$ cat src/hdl/tdsa_pkg.sv
// shared constants, codes and word types of the transmit descriptor slot allocator
package tdsa_pkg;

    // sizing
    localparam int SLOT_COUNT      = 64;
    localparam int MAX_FRAME_BYTES = 2048;
    localparam int HDR_BYTES       = 12;
    localparam int SCAN_LANES      = 8;
    localparam int QUEUE_DEPTH     = 2;

    // derived widths
    localparam int SLOT_W  = $clog2(SLOT_COUNT);
    localparam int COUNT_W = $clog2(SLOT_COUNT + 1);
    localparam int SUM_W   = $clog2(2 * SLOT_COUNT + SCAN_LANES);
    localparam int LANE_W  = $clog2(SCAN_LANES);
    localparam int QPTR_W  = $clog2(QUEUE_DEPTH);
    localparam int QCNT_W  = $clog2(QUEUE_DEPTH + 1);

    // field widths
    localparam int CFG_IDX_W  = 1;
    localparam int CFG_DATA_W = 12;
    localparam int MINF_W     = 12;
    localparam int LEN_W      = 16;
    localparam int ID_W       = 32;
    localparam int STATUS_W   = 3;
    localparam int SLOTF_W    = 6;
    localparam int DLEN_W     = 12;
    localparam int FREEF_W    = 7;

    // register indexes
    localparam logic [CFG_IDX_W-1:0] CFG_DEVICE_READY = 1'd0;
    localparam logic [CFG_IDX_W-1:0] CFG_MIN_FRAME    = 1'd1;
    localparam logic [MINF_W-1:0]    MIN_FRAME_RESET  = 12'd60;

    // request commands
    localparam logic CMD_RESERVE  = 1'b0;
    localparam logic CMD_COMPLETE = 1'b1;

    // result status codes
    localparam logic [STATUS_W-1:0] ST_RESERVED       = 3'd0;
    localparam logic [STATUS_W-1:0] ST_FREED          = 3'd1;
    localparam logic [STATUS_W-1:0] ST_NOT_READY      = 3'd2;
    localparam logic [STATUS_W-1:0] ST_BAD_LENGTH     = 3'd3;
    localparam logic [STATUS_W-1:0] ST_NO_SLOT        = 3'd4;
    localparam logic [STATUS_W-1:0] ST_BAD_COMPLETION = 3'd5;

    // classified job kinds
    typedef enum logic [1:0] {
        JOB_RESERVE,
        JOB_COMPLETE,
        JOB_REJECT
    } t_job_kind;

    // input word
    typedef struct packed {
        logic              cmd;
        logic [LEN_W-1:0]  frame_length;
        logic [ID_W-1:0]   completion_id;
    } t_req;

    // result word
    typedef struct packed {
        logic [STATUS_W-1:0] status;
        logic [SLOTF_W-1:0]  slot;
        logic [DLEN_W-1:0]   descriptor_length;
        logic [FREEF_W-1:0]  free_slots;
    } t_res;

    // classified job between front and back
    typedef struct packed {
        t_job_kind           kind;
        logic [STATUS_W-1:0] rej_status;
        logic                id_ok;
        logic [SLOT_W-1:0]   id;
        logic [DLEN_W-1:0]   dlen;
    } t_job;

endpackage

$ cat src/hdl/tdsa_front.sv
// front end: classifies requests and computes the descriptor length
module tdsa_front (
    input  tdsa_pkg::t_req                    i_req,
    input  logic                              i_device_ready,
    input  logic [tdsa_pkg::MINF_W-1:0]       i_min_frame,
    output tdsa_pkg::t_job                    o_job
);

    logic                            len_ok;
    logic [tdsa_pkg::LEN_W-1:0]      min_ext;
    logic [tdsa_pkg::LEN_W-1:0]      wire_len;
    logic [tdsa_pkg::LEN_W:0]        dsum;

    // length checks and padded descriptor length
    always_comb begin
        len_ok   = (i_req.frame_length != '0) &&
                   (i_req.frame_length <= tdsa_pkg::LEN_W'(tdsa_pkg::MAX_FRAME_BYTES));
        min_ext  = tdsa_pkg::LEN_W'(i_min_frame);
        wire_len = (i_req.frame_length < min_ext) ? min_ext : i_req.frame_length;
        dsum     = (tdsa_pkg::LEN_W + 1)'(wire_len) +
                   (tdsa_pkg::LEN_W + 1)'(tdsa_pkg::HDR_BYTES);
    end

    // classification
    always_comb begin
        o_job.rej_status = tdsa_pkg::ST_NOT_READY;
        o_job.id_ok      = i_req.completion_id < tdsa_pkg::ID_W'(tdsa_pkg::SLOT_COUNT);
        o_job.id         = i_req.completion_id[tdsa_pkg::SLOT_W-1:0];
        o_job.dlen       = (dsum > (tdsa_pkg::LEN_W + 1)'({tdsa_pkg::DLEN_W{1'b1}})) ?
                           {tdsa_pkg::DLEN_W{1'b1}} : dsum[tdsa_pkg::DLEN_W-1:0];
        if (i_req.cmd == tdsa_pkg::CMD_COMPLETE) begin
            o_job.kind = tdsa_pkg::JOB_COMPLETE;
        end else if (!i_device_ready) begin
            o_job.kind = tdsa_pkg::JOB_REJECT;
        end else if (!len_ok) begin
            o_job.kind       = tdsa_pkg::JOB_REJECT;
            o_job.rej_status = tdsa_pkg::ST_BAD_LENGTH;
        end else begin
            o_job.kind = tdsa_pkg::JOB_RESERVE;
        end
    end

endmodule

$ cat src/hdl/tdsa_cmd_queue.sv
// short job queue between front end and back end
module tdsa_cmd_queue (
    input  logic           i_clk,
    input  logic           i_rst_n,
    input  logic           i_push,
    input  tdsa_pkg::t_job i_job,
    output logic           o_full,
    output logic           o_valid,
    output tdsa_pkg::t_job o_job,
    input  logic           i_pop
);

    tdsa_pkg::t_job                r_mem [tdsa_pkg::QUEUE_DEPTH];
    logic [tdsa_pkg::QPTR_W-1:0]   r_wr;
    logic [tdsa_pkg::QPTR_W-1:0]   r_rd;
    logic [tdsa_pkg::QCNT_W-1:0]   r_cnt;
    logic                          do_push;
    logic                          do_pop;

    assign o_full  = (r_cnt == tdsa_pkg::QCNT_W'(tdsa_pkg::QUEUE_DEPTH));
    assign o_valid = (r_cnt != '0);
    assign o_job   = r_mem[r_rd];
    assign do_push = i_push && !o_full;
    assign do_pop  = i_pop && o_valid;

    function automatic logic [tdsa_pkg::QPTR_W-1:0] wrap_inc(
        input logic [tdsa_pkg::QPTR_W-1:0] p
    );
        if (p == tdsa_pkg::QPTR_W'(tdsa_pkg::QUEUE_DEPTH - 1)) begin
            return '0;
        end
        return p + 1'b1;
    endfunction

    // pointers and fill count
    always_ff @(posedge i_clk) begin
        if (!i_rst_n) begin
            r_wr  <= '0;
            r_rd  <= '0;
            r_cnt <= '0;
        end else begin
            if (do_push) begin
                r_wr <= wrap_inc(r_wr);
            end
            if (do_pop) begin
                r_rd <= wrap_inc(r_rd);
            end
            if (do_push && !do_pop) begin
                r_cnt <= r_cnt + 1'b1;
            end else if (do_pop && !do_push) begin
                r_cnt <= r_cnt - 1'b1;
            end
        end
    end

    // entry storage
    always_ff @(posedge i_clk) begin
        if (do_push) begin
            r_mem[r_wr] <= i_job;
        end
    end

endmodule

$ cat src/hdl/tdsa_back.sv
// back end: slot map, free count, round-robin scan and result register
module tdsa_back (
    input  logic           i_clk,
    input  logic           i_rst_n,
    input  logic           i_q_valid,
    input  tdsa_pkg::t_job i_q_job,
    output logic           o_q_pop,
    output logic           o_res_valid,
    output tdsa_pkg::t_res o_res,
    input  logic           i_pop
);

    typedef enum logic [1:0] {
        S_IDLE,
        S_SCAN,
        S_OUT
    } t_state;

    t_state                            r_state, n_state;
    logic [tdsa_pkg::SLOT_COUNT-1:0]   r_map, n_map;
    logic [tdsa_pkg::COUNT_W-1:0]      r_count, n_count;
    logic [tdsa_pkg::SLOT_W-1:0]       r_ptr, n_ptr;
    logic [tdsa_pkg::SUM_W-1:0]        r_off, n_off;
    logic [tdsa_pkg::DLEN_W-1:0]       r_dlen, n_dlen;
    tdsa_pkg::t_res                    r_res, n_res;
    tdsa_pkg::t_res                    r_out, n_out;
    logic                              r_out_valid, n_out_valid;

    logic [tdsa_pkg::SUM_W-1:0]        lane_pos [tdsa_pkg::SCAN_LANES];
    logic [tdsa_pkg::SUM_W-1:0]        lane_sum [tdsa_pkg::SCAN_LANES];
    logic [tdsa_pkg::SLOT_W-1:0]       lane_idx [tdsa_pkg::SCAN_LANES];
    logic [tdsa_pkg::SCAN_LANES-1:0]   lane_hit;
    logic [tdsa_pkg::LANE_W-1:0]       sel;
    logic                              found;
    logic [tdsa_pkg::SLOT_W-1:0]       claim;
    logic [tdsa_pkg::SLOT_W-1:0]       claim_next;
    logic [tdsa_pkg::SUM_W-1:0]        off_next;

    assign o_res_valid = r_out_valid;
    assign o_res       = r_out;

    // one scan step: lanes look at consecutive slots from the search pointer
    always_comb begin
        for (int j = 0; j < tdsa_pkg::SCAN_LANES; j++) begin
            lane_pos[j] = r_off + tdsa_pkg::SUM_W'(j);
            lane_sum[j] = tdsa_pkg::SUM_W'(r_ptr) + lane_pos[j];
            if (lane_sum[j] >= tdsa_pkg::SUM_W'(tdsa_pkg::SLOT_COUNT)) begin
                lane_sum[j] = lane_sum[j] - tdsa_pkg::SUM_W'(tdsa_pkg::SLOT_COUNT);
            end
            lane_idx[j] = lane_sum[j][tdsa_pkg::SLOT_W-1:0];
            lane_hit[j] = (lane_pos[j] < tdsa_pkg::SUM_W'(tdsa_pkg::SLOT_COUNT)) &&
                          !r_map[lane_idx[j]];
        end
        sel = '0;
        for (int j = tdsa_pkg::SCAN_LANES - 1; j >= 0; j--) begin
            if (lane_hit[j]) begin
                sel = tdsa_pkg::LANE_W'(j);
            end
        end
        found      = |lane_hit;
        claim      = lane_idx[sel];
        claim_next = (claim == tdsa_pkg::SLOT_W'(tdsa_pkg::SLOT_COUNT - 1)) ?
                     '0 : claim + 1'b1;
        off_next   = r_off + tdsa_pkg::SUM_W'(tdsa_pkg::SCAN_LANES);
    end

    // job sequencing
    always_comb begin
        n_state     = r_state;
        n_map       = r_map;
        n_count     = r_count;
        n_ptr       = r_ptr;
        n_off       = r_off;
        n_dlen      = r_dlen;
        n_res       = r_res;
        n_out       = r_out;
        n_out_valid = r_out_valid;
        o_q_pop     = 1'b0;
        if (i_pop && r_out_valid) begin
            n_out_valid = 1'b0;
        end
        case (r_state)
            S_IDLE: begin
                if (i_q_valid) begin
                    o_q_pop                 = 1'b1;
                    n_res.status            = i_q_job.rej_status;
                    n_res.slot              = '0;
                    n_res.descriptor_length = '0;
                    n_res.free_slots        = tdsa_pkg::FREEF_W'(r_count);
                    n_state                 = S_OUT;
                    case (i_q_job.kind)
                        tdsa_pkg::JOB_COMPLETE: begin
                            if (i_q_job.id_ok && r_map[i_q_job.id]) begin
                                n_map[i_q_job.id] = 1'b0;
                                if (r_count < tdsa_pkg::COUNT_W'(tdsa_pkg::SLOT_COUNT)) begin
                                    n_count = r_count + 1'b1;
                                end
                                n_res.status     = tdsa_pkg::ST_FREED;
                                n_res.free_slots = tdsa_pkg::FREEF_W'(n_count);
                            end else begin
                                n_res.status = tdsa_pkg::ST_BAD_COMPLETION;
                            end
                        end
                        tdsa_pkg::JOB_RESERVE: begin
                            if (r_count == '0) begin
                                n_res.status = tdsa_pkg::ST_NO_SLOT;
                            end else begin
                                n_dlen  = i_q_job.dlen;
                                n_off   = '0;
                                n_state = S_SCAN;
                            end
                        end
                        default: begin
                            n_res.status = i_q_job.rej_status;
                        end
                    endcase
                end
            end
            S_SCAN: begin
                n_res.slot              = '0;
                n_res.descriptor_length = '0;
                n_res.free_slots        = tdsa_pkg::FREEF_W'(r_count);
                if (found) begin
                    n_map[claim]            = 1'b1;
                    n_count                 = r_count - 1'b1;
                    n_ptr                   = claim_next;
                    n_res.status            = tdsa_pkg::ST_RESERVED;
                    n_res.slot              = tdsa_pkg::SLOTF_W'(claim);
                    n_res.descriptor_length = r_dlen;
                    n_res.free_slots        = tdsa_pkg::FREEF_W'(n_count);
                    n_state                 = S_OUT;
                end else if (off_next >= tdsa_pkg::SUM_W'(tdsa_pkg::SLOT_COUNT)) begin
                    // whole ring seen without a free slot, pointer is back where it began
                    n_res.status = tdsa_pkg::ST_NO_SLOT;
                    n_state      = S_OUT;
                end else begin
                    n_off = off_next;
                end
            end
            S_OUT: begin
                if (!r_out_valid || i_pop) begin
                    n_out       = r_res;
                    n_out_valid = 1'b1;
                    n_state     = S_IDLE;
                end
            end
            default: begin
                n_state = S_IDLE;
            end
        endcase
    end

    // state and registered outputs
    always_ff @(posedge i_clk) begin
        if (!i_rst_n) begin
            r_state     <= S_IDLE;
            r_map       <= '0;
            r_count     <= tdsa_pkg::COUNT_W'(tdsa_pkg::SLOT_COUNT);
            r_ptr       <= '0;
            r_out_valid <= 1'b0;
        end else begin
            r_state     <= n_state;
            r_map       <= n_map;
            r_count     <= n_count;
            r_ptr       <= n_ptr;
            r_out_valid <= n_out_valid;
        end
        r_off  <= n_off;
        r_dlen <= n_dlen;
        r_res  <= n_res;
        r_out  <= n_out;
    end

endmodule

$ cat src/hdl/tx_descriptor_slot_allocator_unit.sv
// top level of the transmit descriptor slot allocator
// completions, rejects and reserves with no free slot go from S_IDLE through r_res and S_OUT to the result word
// a reserve that claims a slot passes through S_SCAN, where the back end scans 8 map slots per cycle
// the back end takes a new job only in S_IDLE, after its last result is written to the result word
// a 2-word job queue lets requests be accepted while the back end scans or a result waits
// synchronous active-low reset clears the slot map, sets free count to the slot count,
// the search pointer to 0, empties the job queue and the result word and loads the register defaults
module tx_descriptor_slot_allocator_unit (
    input  logic                              i_clk,
    input  logic                              i_rst_n,
    input  logic                              push,
    output logic                              full,
    input  tdsa_pkg::t_req                    i_req,
    output logic                              empty,
    input  logic                              pop,
    output tdsa_pkg::t_res                    o_res,
    input  logic                              i_cfg_we,
    input  logic [tdsa_pkg::CFG_IDX_W-1:0]    i_cfg_idx,
    input  logic [tdsa_pkg::CFG_DATA_W-1:0]   i_cfg_data
);

    logic                          r_device_ready;
    logic [tdsa_pkg::MINF_W-1:0]   r_min_frame;
    tdsa_pkg::t_job                front_job;
    tdsa_pkg::t_job                q_job;
    logic                          q_valid;
    logic                          q_pop;
    logic                          res_valid;

    // configuration registers
    always_ff @(posedge i_clk) begin
        if (!i_rst_n) begin
            r_device_ready <= 1'b0;
            r_min_frame    <= tdsa_pkg::MIN_FRAME_RESET;
        end else if (i_cfg_we) begin
            case (i_cfg_idx)
                tdsa_pkg::CFG_DEVICE_READY: r_device_ready <= i_cfg_data[0];
                tdsa_pkg::CFG_MIN_FRAME:    r_min_frame    <= i_cfg_data[tdsa_pkg::MINF_W-1:0];
                default: begin
                end
            endcase
        end
    end

    // request classification
    tdsa_front u_front (
        .i_req          (i_req),
        .i_device_ready (r_device_ready),
        .i_min_frame    (r_min_frame),
        .o_job          (front_job)
    );

    // job queue
    tdsa_cmd_queue u_queue (
        .i_clk   (i_clk),
        .i_rst_n (i_rst_n),
        .i_push  (push),
        .i_job   (front_job),
        .o_full  (full),
        .o_valid (q_valid),
        .o_job   (q_job),
        .i_pop   (q_pop)
    );

    // slot bookkeeping and result word
    tdsa_back u_back (
        .i_clk       (i_clk),
        .i_rst_n     (i_rst_n),
        .i_q_valid   (q_valid),
        .i_q_job     (q_job),
        .o_q_pop     (q_pop),
        .o_res_valid (res_valid),
        .o_res       (o_res),
        .i_pop       (pop)
    );

    assign empty = !res_valid;

`ifndef SYNTHESIS
    // a reserved slot always carries at least the header plus one byte
    a_reserved_len: assert property (@(posedge i_clk) disable iff (!i_rst_n)
        (!empty && o_res.status == tdsa_pkg::ST_RESERVED) |->
        (o_res.descriptor_length > tdsa_pkg::DLEN_W'(tdsa_pkg::HDR_BYTES)))
        else $error("reserved word with short descriptor length");

    // words other than reserved carry no slot and no length
    a_other_zero: assert property (@(posedge i_clk) disable iff (!i_rst_n)
        (!empty && o_res.status != tdsa_pkg::ST_RESERVED) |->
        (o_res.slot == '0 && o_res.descriptor_length == '0))
        else $error("slot or length set on a non-reserve word");

    // free count never exceeds the ring size
    a_free_max: assert property (@(posedge i_clk) disable iff (!i_rst_n)
        !empty |-> (o_res.free_slots <= tdsa_pkg::FREEF_W'(tdsa_pkg::SLOT_COUNT)))
        else $error("free slot count above slot count");

    // a waiting word holds until popped
    a_word_hold: assert property (@(posedge i_clk) disable iff (!i_rst_n)
        (!empty && !pop) |=> (!empty && $stable(o_res)))
        else $error("result word changed before pop");
`endif

endmodule
$ cat config.mk
export PLATFORM = sky130hd
export DESIGN_NAME = tx_descriptor_slot_allocator_unit
export DESIGN_NICKNAME = d
export VERILOG_FILES = /design/src/hdl/tdsa_pkg.sv /design/src/hdl/tdsa_front.sv /design/src/hdl/tdsa_cmd_queue.sv /design/src/hdl/tdsa_back.sv /design/src/hdl/tx_descriptor_slot_allocator_unit.sv
export SDC_FILE = /design/constraint.sdc
export NUM_CORES = 1
export LEC_CHECK = 0
export ABC_AREA = 1
export BUFFER_PORTS_ARGS = -buffer_cell sky130_fd_sc_hd__clkbuf_2
export CAP_MARGIN = 20
export CORE_UTILIZATION = 40
export DETAILED_ROUTE_END_ITERATION = 10
export GPL_TIMING_DRIVEN = 0
export PLACE_DENSITY = 0.6
export SLEW_MARGIN = 5
export SYNTH_ARGS = -nofsm -noshare
export SYNTH_HDL_FRONTEND = slang
export SYNTH_SLANG_ARGS = --single-unit
export TNS_END_PERCENT = 20
$ cat constraint.sdc
create_clock -name i_clk -period 4.71 [get_ports i_clk]
set_input_delay 0.942 -clock i_clk [delete_from_list [all_inputs] [get_ports i_clk]]
set_output_delay 0.942 -clock i_clk [all_outputs]
set_load 0.03 [all_outputs]
==> summary.txt <==
Run status
  • Status: complete, but fails checks
  • Violated checks: DRC

Synthesis
  • Main flop type after synthesis: edfxtp_1
  • Post-synth ARST share: 0%
  • Mean Syn Cell Area: 7.54 um2
  • Post-synthesis sequential area ratio: 37.7%
  • Leading area contributor after synthesis: edfxtp_1
  • Synth Instances: 1927
  • Distinct cells, synth: 63
  • Top post-synthesis cells by area: edfxtp_1 (24%), dfxtp_1 (13%), nand2_1 (12%)
  • Top cell type's share of synthesized area: 24.2%
  • Post-synthesis net count: 2025
  • Commonest cells in the netlist: nand2_1 (463), nand3_1 (265), a21oi_1 (167)
  • Seq cells post-synth: 215
  • YS warnings: 0
  • Top-count cell post-synth: nand2_1
  • Synth Cell Area: 14500 um2
  • EDFF count, synth: 117

Clock network
  • CTS buffer count: 25
  • CTS tree: yes
  • CTS root buf: clkbuf_16
  • Clock network latency to the later pin of the worst-skew pair: 0.54 ns
  • Clk buf depth: 3
  • CTS sink cnt: 215
  • CTS H-tree depth: 1
  • Clk slew on worst S/H paths: 0.06 ns

Power
  • Pwr dens: 604 nW/um2
  • Lkg Pwr: 6.87 nW
  • Clock Power Share: 18.6%
  • Combinational fraction of design power: 55.5%
  • Power, Total: 0.0102 W
  • Net Sw Frac: 49.3%
  • Maximum vdd drop: 0.316 mV
  • Sequential share of power: 25.9%
  • Internal: 0.00517 W
  • P_sw: 0.00502 W

Flow run
  • Max-cap violations: 0

Setup path
  • Worst setup EP type: flip-flop
  • Worst Path Arrival: 4.85 ns
  • Reg-to-reg endpoint: u_back.r_res[2]$_DFFE_PP_
  • Worst setup path class: reg -> reg
  • Reg2reg start: u_back.r_off[3]$_SDFFCE_PN0P_
  • FF-to-FF setup slack: 0.19 ns
  • R2R depth: 17
  • Startpoint Class: flip-flop
  • Critical path fanouts, max: 10
  • Required @ worst endpoint: 5.04 ns

Placed design
  • Dpl ws: -0.952 ns
  • Gpl congestion: 1.01
  • Post-DP Area: 15700 um2
  • Placed wire-length estimate: 41300 um
  • Buffers on Ports: 96

Routing
  • Post-route ant nets: 0
  • DRT Pass-1 Iters: 9
  • Vias per Instance: 5.79
  • Detailed-route DRC error count: 4
  • Iter 0 DRT Violations: 1478
  • Detailed Route WL: 54200 um
  • Drt wl/cell: 21.3 um
  • DR vias: 14.8k

STA
  • Worst setup margin: 0.187 ns
  • Period utilization: 96.0%
  • Final setup vio count: 0
  • Final Hold Fails: 0
  • Max Transition Viols Final: 0
  • Worst-Margin Slew: 1.12 ns
  • RSZ-0062 raised after global routing: true
  • Worst clock skew: 0.0195 ns
  • Min Tclk post-route: 4.52 ns
  • Achievable Freq: 221 MHz
  • Worst slew margin: 24.9%

Layout
  • Area Growth Syn to Fin: 16.1%
  • Final instance area: 16900 um2
  • Antenna cells: 0
  • Share of cells above drive strength 1: 18.1%
  • Nets: 2167

Floorplanning
  • Die Area: 37100 um2
  • Rows: 69
  • CORE AREA: 35700 um2
  • Initial Utilization: 40.8%
  • Number of top-level pins: 97
  • Die height: 193 um
  • Width of the die: 193 um

GRT
  • Pin count of the biggest net entering global routing: 27
  • Antenna violations before repair: 0
  • Vias in the first global route: 13.7k
  • Grt ovf: 0
  • First-pass GRT wire length: 81600 um
  • All-Layer GR Usage: 29.3%

Min path
  • Sink of the worst hold path: u_back.o_res[10]$_DFFE_PP_
  • Worst Hold Class: reg -> reg
  • Worst hold path startpoint: u_back.r_res[10]$_SDFFCE_PN0P_
  • Hold depth: 0
==> what timing repair did <==
| item | in CTS | in global routing |
|---|---|---|
| hold endpoints to repair | 0 | 0 |
| hold buffers | 0 | 0 |
| resized for setup | 24 | 39 |
| setup endpoints to repair | 94 | 86 |
| pin swaps | 3 | 7 |
| setup buffers | 4 | 14 |
==> per-layer routing <==
metal | up-vias | wire length [um] | global-route usage (%)
li1 | 6989 | - | -
met1 | 6915 | 23100 | 39.9
met2 | 729 | 24100 | 45.6
met3 | 132 | 4790 | 5.13
met4 | 0 | 2240 | 12.1
met5 | - | 0 | 0
==> final cells by class <==
| class | count | area (um2) |
|---|---|---|
| Multi-Input combinational cell | 1451 | 8090 |
| Timing Repair Buffer | 117 | 736 |
| Sequential cell | 215 | 5480 |
| Fill cell | 3579 | 18800 |
| Clock buffer | 39 | 769 |
| Tap cell | 461 | 577 |
| Buffer | 84 | 498 |
| Clock inverter | 6 | 40.0 |
| Inverter | 175 | 677 |
==> cells in the final DEF, fill, tap and decap left out, drive strengths merged, types with 63 or more instances in the layout <==
master and instances:
dfxtp 98, nand2 476, buf 63, clkbuf 177, inv 170, nor2 103, a21oi 168, o21ai 114
nor3 87, nand3 266, edfxtp 117
==> metrics by stage <==
stage	hold WS [ns]	utilization (%)	TNS, ns	instances
after floorplan	0.400	-	0	1927
after global placement	0.400	43.7	-56.27	2484
after detailed placement	0.405	43.9	-54.98	2487
after CTS	0.416	46.6	-0.0130	2534
after global routing	0.420	47.3	-0.0790	2548
final	0.416	47.3	0	2548
==> how the worst max path moves through the flow <==
stage / startpoint / endpoint / cells past startpoint
4_1_cts: u_back.r_ptr[0]$_SDFFE_PN0P_ / u_back.r_map[62]$_SDFFE_PN0P_ / 31
6_report: u_back.r_off[3]$_SDFFCE_PN0P_ / u_back.r_res[2]$_DFFE_PP_ / 17
3_3_place_gp: u_back.r_ptr[2]$_SDFFE_PN0P_ / u_back.r_map[19]$_SDFFE_PN0P_ / 27
5_1_grt: u_back.r_ptr[0]$_SDFFE_PN0P_ / u_back.r_res[2]$_DFFE_PP_ / 21
3_5_place_dp: u_back.r_ptr[2]$_SDFFE_PN0P_ / u_back.r_map[43]$_SDFFE_PN0P_ / 27
2_1_floorplan: u_back.r_ptr[2]$_SDFFE_PN0P_ / u_back.r_ptr[3]$_SDFFE_PN0P_ / 31
==> flip-flops by register name (all words and copies together), names as in the netlist, named ones only <==
name	cells
u_queue.r_mem	44
u_queue.r_rd	1
u_queue.r_cnt	2
u_back.o_res_valid	1
u_back.r_res	28
r_device_ready	1
u_back.r_state	2
u_back.r_dlen	12
u_back.r_off	5
u_back.o_res	28
u_back.r_map	64
r_min_frame	12
u_back.r_count	7
u_back.r_ptr	6
u_queue.r_wr	1
==> cells by family after synthesis <==
kind of cell    share of synthesized area [%]
fa+ha+maj                                2.77
simple gates                             31.6
compound gates                           17.9
buf+inv                                  7.81
mux                                    0.0689
xor+xnor                                 2.22
flops                                    37.7
==> power by group through the flow <==
stage	Sequential (W)	Combinational (W)	Clock, W
2_1_floorplan	0.00276	0.00341	0
3_3_place_gp	0.00267	0.00505	0
3_5_place_dp	0.00267	0.00512	0
4_1_cts	0.00264	0.00528	0.00194
5_1_grt	0.00267	0.00608	0.00201
6_report	0.00264	0.00566	0.00190
==> critical path, stage by stage (launching register included) <==
cell,delay [ns]
edfxtp_1,0.47
ha_1,0.37
buf_4,0.21
nand2_1,0.18
o21ai_0,0.38
o21ai_0,0.20
xor2_1,0.28
inv_1,0.13
o211ai_1,0.15
nand3_2,0.21
nand2_2,0.15
nor2_1,0.06
nand2_2,0.14
clkinv_2,0.17
nor2_4,0.20
clkinv_1,0.29
clkbuf_1,0.38
o221ai_1,0.33
No activity file was read; power rests on OpenSTA's default activity.
